`src/rtl/core/cspsum_pkg.sv`:
```
package cspsum_pkg;

	localparam int SEEN_DEPTH = 64;
	localparam int DATA_W     = 32;

	typedef logic [DATA_W-1:0] word_t;

	// per-cycle commands broadcast to every cell of the chain
	typedef struct packed {
		logic shift;
		logic clear;
	} chain_ctrl_t;

	// reduced lookup status from the chain
	typedef struct packed {
		logic comp_hit;
		logic self_hit;
		logic full;
	} chain_stat_t;

endpackage

```
`src/rtl/core/cspsum_cell.sv`:
```
module cspsum_cell (
	input  logic                     clk,
	input  logic                     arst_n,
	input  cspsum_pkg::chain_ctrl_t  ctrl,
	input  cspsum_pkg::word_t        prev_val,
	input  logic                     prev_vld,
	input  cspsum_pkg::word_t        comp_key,
	input  logic                     comp_ok,
	input  cspsum_pkg::word_t        self_key,
	output cspsum_pkg::word_t        val_q,
	output logic                     vld_q,
	output logic                     comp_hit,
	output logic                     self_hit
);

	always_ff @(posedge clk or negedge arst_n) begin
		if (!arst_n) begin
			vld_q <= 1'b0;
		end else if (ctrl.clear) begin
			vld_q <= 1'b0;
		end else if (ctrl.shift) begin
			vld_q <= prev_vld;
		end
	end

	always_ff @(posedge clk) begin
		if (ctrl.shift) begin
			val_q <= prev_val;
		end
	end

	assign comp_hit = vld_q && comp_ok && (val_q == comp_key);
	assign self_hit = vld_q && (val_q == self_key);

endmodule

```
`src/rtl/core/cspsum_chain.sv`:
```
module cspsum_chain (
	input  logic                     clk,
	input  logic                     arst_n,
	input  cspsum_pkg::chain_ctrl_t  ctrl,
	input  cspsum_pkg::word_t        new_val,
	input  cspsum_pkg::word_t        comp_key,
	input  logic                     comp_ok,
	output cspsum_pkg::chain_stat_t  stat
);

	cspsum_pkg::word_t                    val   [cspsum_pkg::SEEN_DEPTH];
	logic [cspsum_pkg::SEEN_DEPTH-1:0]    vld;
	logic [cspsum_pkg::SEEN_DEPTH-1:0]    c_hit;
	logic [cspsum_pkg::SEEN_DEPTH-1:0]    s_hit;

	// new entries enter at cell 0 and push older ones toward the tail
	for (genvar i = 0; i < cspsum_pkg::SEEN_DEPTH; i++) begin : g_cell
		cspsum_pkg::word_t prev_val;
		logic              prev_vld;
		if (i == 0) begin : g_head
			assign prev_val = new_val;
			assign prev_vld = 1'b1;
		end else begin : g_link
			assign prev_val = val[i-1];
			assign prev_vld = vld[i-1];
		end
		cspsum_cell u_cell (
			.clk      (clk),
			.arst_n   (arst_n),
			.ctrl     (ctrl),
			.prev_val (prev_val),
			.prev_vld (prev_vld),
			.comp_key (comp_key),
			.comp_ok  (comp_ok),
			.self_key (new_val),
			.val_q    (val[i]),
			.vld_q    (vld[i]),
			.comp_hit (c_hit[i]),
			.self_hit (s_hit[i])
		);
	end

	assign stat.comp_hit = |c_hit;
	assign stat.self_hit = |s_hit;
	assign stat.full     = vld[cspsum_pkg::SEEN_DEPTH-1];

	// occupied cells always form a contiguous run from the head
	a_vld_contig: assert property (@(posedge clk) disable iff (!arst_n)
		((vld >> 1) & ~vld) == '0)
		else $error("chain valid bits not contiguous");

endmodule

```
`src/rtl/core/complement_set_pair_sum_core.sv`:
```
// Two-sum search over a stream of sets.
//
// Item channel (item_valid / item_stall): value plus last_item. A transfer
// happens at a clock edge with valid high and stall low. The value's
// complement (target_sum - value) is formed on entry, then checked against
// every stored value by a chain of 64 cells.
// Result channel (result_valid / result_stall): at most one result per set,
// either the first pair found or a not-found result at the last item, with
// overflow set when the store ran full and values were dropped.
// An item is registered in the lookup stage, its result then in the output
// register once that is free. Throughput: one item per cycle while item_stall
// is low; the lookup plus store update is the loop that sets it. item_stall
// rises only when a result is ready while the output register still holds
// an untaken one. The user writes target_sum through target_sum_we only while
// the block is idle; the block does not enforce this. Reset (arst_n low)
// empties the store, clears the per-set and valid flags and the target. The
// store and flags are cleared after the last item of every set.
module complement_set_pair_sum_core (
	input  logic                                 clk,
	input  logic                                 arst_n,
	input  logic                                 target_sum_we,
	input  logic signed [cspsum_pkg::DATA_W-1:0] target_sum,
	input  logic                                 item_valid,
	output logic                                 item_stall,
	input  logic signed [cspsum_pkg::DATA_W-1:0] value,
	input  logic                                 last_item,
	output logic                                 result_valid,
	input  logic                                 result_stall,
	output logic                                 found,
	output logic signed [cspsum_pkg::DATA_W-1:0] current_value,
	output logic signed [cspsum_pkg::DATA_W-1:0] partner_value,
	output logic                                 overflow
);

	localparam int W = cspsum_pkg::DATA_W;

	// config
	cspsum_pkg::word_t target_q;

	// entry: complement in W+1 bits, in range when the top two bits agree
	logic [W:0]        diff;
	logic              item_xfer;

	// lookup stage
	logic              s1_valid_q;
	cspsum_pkg::word_t value_s1;
	logic              last_s1;
	cspsum_pkg::word_t comp_s1;
	logic              comp_ok_s1;

	// per-set flags
	logic              pair_done_q;
	logic              ovf_q;

	// output register
	logic              res_valid_q;
	logic              found_q;
	cspsum_pkg::word_t cur_q;
	cspsum_pkg::word_t partner_q;
	logic              ovf_out_q;

	cspsum_pkg::chain_ctrl_t ctrl;
	cspsum_pkg::chain_stat_t stat;

	logic active, hit, miss, keep, emit, out_free, s1_go, ovf_now;

	always_ff @(posedge clk or negedge arst_n) begin
		if (!arst_n) begin
			target_q <= '0;
		end else if (target_sum_we) begin
			target_q <= target_sum;
		end
	end

	assign diff      = {target_q[W-1], target_q} - {value[W-1], value};
	assign item_xfer = item_valid && !item_stall;

	// lookup decisions for the item in the stage
	always_comb begin
		active   = s1_valid_q && !pair_done_q;
		hit      = active && stat.comp_hit;
		miss     = active && !stat.comp_hit;
		keep     = miss && !stat.self_hit;   // new distinct value
		emit     = hit || (miss && last_s1);
		ovf_now  = ovf_q || (keep && stat.full);
		out_free = !res_valid_q || !result_stall;
		s1_go    = s1_valid_q && (!emit || out_free);
		ctrl.shift = s1_go && keep && !stat.full;
		ctrl.clear = s1_go && last_s1;
	end

	assign item_stall = s1_valid_q && !s1_go;

	always_ff @(posedge clk or negedge arst_n) begin
		if (!arst_n) begin
			s1_valid_q <= 1'b0;
		end else if (item_xfer) begin
			s1_valid_q <= 1'b1;
		end else if (s1_go) begin
			s1_valid_q <= 1'b0;
		end
	end

	always_ff @(posedge clk) begin
		if (item_xfer) begin
			value_s1   <= value;
			last_s1    <= last_item;
			comp_s1    <= diff[W-1:0];
			comp_ok_s1 <= (diff[W] == diff[W-1]);
		end
	end

	// set flags clear on the last item whatever happened in the set
	always_ff @(posedge clk or negedge arst_n) begin
		if (!arst_n) begin
			pair_done_q <= 1'b0;
			ovf_q       <= 1'b0;
		end else if (s1_go) begin
			if (last_s1) begin
				pair_done_q <= 1'b0;
				ovf_q       <= 1'b0;
			end else begin
				pair_done_q <= pair_done_q || hit;
				ovf_q       <= ovf_now;
			end
		end
	end

	cspsum_chain u_chain (
		.clk      (clk),
		.arst_n   (arst_n),
		.ctrl     (ctrl),
		.new_val  (value_s1),
		.comp_key (comp_s1),
		.comp_ok  (comp_ok_s1),
		.stat     (stat)
	);

	always_ff @(posedge clk or negedge arst_n) begin
		if (!arst_n) begin
			res_valid_q <= 1'b0;
		end else if (s1_go && emit) begin
			res_valid_q <= 1'b1;
		end else if (!result_stall) begin
			res_valid_q <= 1'b0;
		end
	end

	// on a match the partner equals the complement, so no read of the store
	always_ff @(posedge clk) begin
		if (s1_go && emit) begin
			found_q   <= hit;
			cur_q     <= hit ? value_s1 : '0;
			partner_q <= hit ? comp_s1 : '0;
			ovf_out_q <= ovf_now;
		end
	end

	assign result_valid  = res_valid_q;
	assign found         = found_q;
	assign current_value = cur_q;
	assign partner_value = partner_q;
	assign overflow      = ovf_out_q;

	a_nf_zero: assert property (@(posedge clk) disable iff (!arst_n)
		(res_valid_q && !found_q) |-> (cur_q == '0 && partner_q == '0))
		else $error("not-found result carries nonzero values");

	a_pair_sum: assert property (@(posedge clk) disable iff (!arst_n)
		(res_valid_q && found_q) |-> (W'(cur_q + partner_q) == target_q))
		else $error("reported pair does not reach target");

	a_stall_busy: assert property (@(posedge clk) disable iff (!arst_n)
		item_stall |-> (s1_valid_q && emit && res_valid_q))
		else $error("item stalled without a blocked result");

endmodule

```
`config.mk`:
```
export PLATFORM = sky130hd
export DESIGN_NAME = complement_set_pair_sum_core
export DESIGN_NICKNAME = d
export VERILOG_FILES = /design/src/rtl/core/cspsum_pkg.sv /design/src/rtl/core/cspsum_cell.sv /design/src/rtl/core/cspsum_chain.sv /design/src/rtl/core/complement_set_pair_sum_core.sv
export SDC_FILE = /design/constraint.sdc
export NUM_CORES = 2
export LEC_CHECK = 0
export BUFFER_PORTS_ARGS = -buffer_cell sky130_fd_sc_hd__buf_2
export CAP_MARGIN = 5
export CORE_MARGIN = 8
export CORE_UTILIZATION = 50
export DETAILED_ROUTE_END_ITERATION = 10
export GPL_ROUTABILITY_DRIVEN = 0
export PLACE_DENSITY_LB_ADDON = 0.08
export SYNTH_ARGS = -nofsm -noshare
export SYNTH_HDL_FRONTEND = slang
export SYNTH_SLANG_ARGS = --single-unit
```
`constraint.sdc`:
```
create_clock -name clk -period 56.9 [get_ports clk]
set_input_delay 2.845 -clock clk [delete_from_list [all_inputs] [get_ports clk]]
set_output_delay 2.845 -clock clk [all_outputs]
set_load 0.01 [all_outputs]
```
==> flow_summary.rst <==
.. list-table::
   :header-rows: 1

   * - Metric
     - Value
   * - CP endpoint kind
     - flop
   * - Largest vdd supply drop
     - 24.2 uV
   * - First-pass GRT wire length
     - between 600000 and 700000 um
   * - Total of warnings raised by yosys
     - 0
   * - Remaining global-route overflow
     - 0
   * - Fmax
     - 0.0844 GHz
   * - Synthesized area per cell
     - approximately 13 um^2
   * - Outcome
     - complete, but fails checks
   * - Vias in the first global route
     - 79700
   * - Slew headroom
     - -10.2%
   * - Max-cap violation count
     - 2
   * - Final Cycle Share
     - about a fifth
   * - Distinct cell type count of the synthesized netlist
     - 64
   * - Final hold violation count
     - 0
   * - Routed wire length
     - approximately 500000 um
   * - Number of instances in the synthesized netlist
     - 8944
   * - Clock-pin transition on the worst setup and hold timing paths
     - 0.06 ns
   * - Number of pins with negative max-slew slack in the final report
     - 3
   * - Y dimension of the die
     - around 510 um
   * - Internal reg-to-reg setup slack
     - 45.06 ns
   * - Min-delay worst type
     - flop to flop
   * - Setup bufs post-CTS
     - 0
   * - DRC marker count from the first detailed-route iteration
     - between 10000 and 15000
   * - Placement Setup Slack
     - around 45 ns
   * - Standard-cell row count
     - about 180
   * - Worst slew pin tran
     - 1.64 ns
   * - Count of flip-flops with a built-in enable after synthesis
     - ~2200
   * - Post-layout min period
     - ~12 ns
   * - Nets
     - around 9200
   * - Violated checks
     - max-capacitance violations, max-slew violations
   * - Detailed-routing iteration count for the pre-antenna-repair pass
     - 6
   * - Global router's overall resource usage
     - a little under two fifths
   * - Sum Neg Setup Slack
     - 0 ns
   * - Clock buffers created by TritonCTS
     - 275
   * - Cell area after synthesis
     - roughly 0.12 mm^2
   * - Critical path startpoint category
     - flop
   * - Number of flip-flops and latches in the synthesized netlist
     - roughly 2300
   * - Die X-Extent
     - 506 um
   * - Endpoints failing setup
     - 0
   * - Power density over cell area
     - 36.2 mW/mm^2
   * - Post-detailed-placement half-perimeter wirelength
     - around 310000 um
   * - CTS H-tree depth
     - 5
   * - Number of vias in the routed layout
     - ~83000
   * - IO Port Bufs
     - about 140
   * - Post-detailed-route count of antenna-violating nets
     - 0
   * - Cell leakage power
     - around 0.044 uW
   * - Die ar.
     - 0.256 mm^2
   * - Source-to-sink clock delay at the later pin of the worst-skew pair
     - 0.96 ns
   * - Most common cell after layout, fill and taps aside
     - sky130_fd_sc_hd__xor2_1
   * - WP data arrival
     - 12.41 ns
   * - Average routed wire per standard cell
     - ~40 um
   * - Commonest cells after routing, fill and taps aside
     - sky130_fd_sc_hd__xor2_1 (3244), sky130_fd_sc_hd__edfxtp_1 (2180), sky130_fd_sc_hd__nor4_1 (859)
   * - Master cell of the clock root buffer
     - sky130_fd_sc_hd__clkbuf_16
   * - Placeable core region
     - between 0.2 and 0.25 mm^2
   * - DRC violations left
     - 0
   * - Largest net degree at the start of global routing
     - around 220
   * - Setup repair after global routing missed its margin
     - false
   * - Vias per cell
     - about 6.7
   * - TritonCTS clock tree
     - yes
   * - IO Pins
     - approximately 140
   * - Area Growth Syn to Fin
     - 10.2%
   * - Clock skew
     - between 0.04 and 0.05 ns
   * - Share of layout cells above drive strength 1
     - 8.55%
   * - Final critical-path setup slack
     - ~45 ns
   * - Resized cells post-CTS
     - 0
   * - Syn Nets
     - around 9000
   * - Crit Path Category
     - flop to flop
   * - Initial core utilization
     - between 50 and 60%
   * - Hold_buf cts
     - 0
   * - Antenna violations before repair
     - 17
   * - Post-synth top flop
     - sky130_fd_sc_hd__edfxtp_1
   * - Share of the yosys chip area belonging to registers
     - a little under three fifths
   * - Data required time of the worst path
     - 57.47 ns
   * - Share of async-settable or async-resettable flops after synthesis
     - around 4.4%
   * - Critical path fanouts, max
     - 150
   * - Total clock sinks
     - 2280
   * - Worst-case clock buffer depth
     - 4
==> Yosys cell counts (8+ instances only) <==
library cell / number / area share, %
sky130_fd_sc_hd__edfxtp_1: 2180 / 55
sky130_fd_sc_hd__o21ai_0: 16 / 0.067
sky130_fd_sc_hd__clkbuf_1: 26 / 0.081
sky130_fd_sc_hd__nor2_1: 108 / 0.34
sky130_fd_sc_hd__nor3_1: 116 / 0.48
sky130_fd_sc_hd__buf_2: 161 / 0.67
sky130_fd_sc_hd__xor2_1: 3244 / 24
sky130_fd_sc_hd__and2_1: 47 / 0.25
sky130_fd_sc_hd__mux2_2: 30 / 0.28
sky130_fd_sc_hd__nor2b_1: 10 / 0.052
sky130_fd_sc_hd__nand2_1: 79 / 0.25
sky130_fd_sc_hd__mux2i_1: 62 / 0.52
sky130_fd_sc_hd__o22ai_1: 8 / 0.042
sky130_fd_sc_hd__ha_1: 32 / 0.33
sky130_fd_sc_hd__nand3_1: 178 / 0.74
sky130_fd_sc_hd__inv_1: 73 / 0.23
sky130_fd_sc_hd__dfrtp_1: 100 / 2.1
sky130_fd_sc_hd__xnor2_1: 849 / 6.2
sky130_fd_sc_hd__a21oi_1: 35 / 0.15
sky130_fd_sc_hd__buf_4: 255 / 1.6
sky130_fd_sc_hd__buf_6: 41 / 0.39
sky130_fd_sc_hd__a21o_1: 11 / 0.069
sky130_fd_sc_hd__o21a_1: 11 / 0.069
sky130_fd_sc_hd__nor4_1: 884 / 4.6
sky130_fd_sc_hd__nand4_1: 310 / 1.6
==> through the flow <==
step                      hold WS [ns]  cells  area (um^2)  power (uW)  utilization, %
after floorplan                  0.421   8944       120000        2890               -
after global placement           0.496  12000       124000        3060            51.9
after detailed placement         0.501  12000       124000        3060            51.9
after CTS                        0.510  12400       132000        4750            55.5
after global routing             0.519  12400       132000        4870            55.5
final                            0.506  12500       132000        4780            55.5
==> cell families (layout without fill, tap and decap cells) <==
kind of cell / after synthesis / in the layout / synth area share (%)
AO/OA/AOI/OAI: 130 / 130 / 0.748
XOR/XNOR: 4093 / 4093 / 29.9
adder cells (fa/ha/maj): 33 / 33 / 0.351
buffers and inverters: 558 / 894 / 2.97
flip-flops: 2280 / 2280 / 56.7
multiplexers: 92 / 92 / 0.800
other: 0 / 9 / 0
AND/OR/NAND/NOR: 1758 / 1758 / 8.52
==> power breakdown <==
part / switching [uW] / leakage (uW) / total [uW] / internal [uW]
Sequential: 166 / 0.0212 / 2150 / 1990
Combinational: 635 / 0.0187 / 924 / 289
Clock: 708 / 0.00411 / 1710 / 999
==> state kept, by name (all words and copies together), names as in the netlist, 32 cells and up <==
name	count
comp_s1	32
value_s1	32
u_chain.g_cell.u_cell.vld_q	64
partner_value	32
current_value	32
u_chain.g_cell.u_cell.val_q	2048
target_q	32
==> worst max-delay path: stages (launching register included) <==
cell	delay, ns
sky130_fd_sc_hd__edfxtp_1	1.11
sky130_fd_sc_hd__buf_4	0.74
sky130_fd_sc_hd__buf_4	0.82
sky130_fd_sc_hd__xor2_1	0.21
sky130_fd_sc_hd__nor4_1	0.06
sky130_fd_sc_hd__nand4_1	0.09
sky130_fd_sc_hd__nor4_1	0.12
sky130_fd_sc_hd__nor4_1	0.96
sky130_fd_sc_hd__nand4_1	0.53
sky130_fd_sc_hd__nor4_4	0.61
sky130_fd_sc_hd__nor4b_2	0.46
sky130_fd_sc_hd__nand2b_4	0.37
sky130_fd_sc_hd__inv_8	0.70
sky130_fd_sc_hd__buf_4	0.81
sky130_fd_sc_hd__buf_12	0.64
sky130_fd_sc_hd__buf_4	0.92
sky130_fd_sc_hd__buf_4	1.00
sky130_fd_sc_hd__buf_4	0.88
==> per-layer routing <==
layer  vias up  GRT usage (%)  part of all wire, %
met5         -              0               0.0050
met4         4           21.3                  7.2
met3      1869           10.4                   13
met2      7031           55.6                   42
met1     41800           50.2                   38
li1      32200              -                    -
==> worst paths after layout <==
kind,from,end,cells past startpoint
setup / recovery,comp_s1[7],u_chain.g_cell[50].u_cell.val_q[27],17
hold / removal,u_chain.g_cell[60].u_cell.val_q[9],u_chain.g_cell[61].u_cell.val_q[9],0
setup reg to reg,comp_s1[7],u_chain.g_cell[50].u_cell.val_q[27],17
hold reg to reg,u_chain.g_cell[60].u_cell.val_q[9],u_chain.g_cell[61].u_cell.val_q[9],0
max in group asynchronous,arst_n,target_q[1],2
min in group asynchronous,arst_n,u_chain.g_cell[13].u_cell.vld_q,1
==> area by class of cell <==
class	count	area, um^2
Fill cell	19700	106000
Inverter	74	285
Multi-Input combinational cell	6106	48600
Antenna cell	9	22.5
Timing Repair Buffer	356	2830
Clock buffer	345	7330
Sequential cell	2280	68000
Tap cell	3167	3960
Clock inverter	119	1090
(Power assumes the default switching activity.)
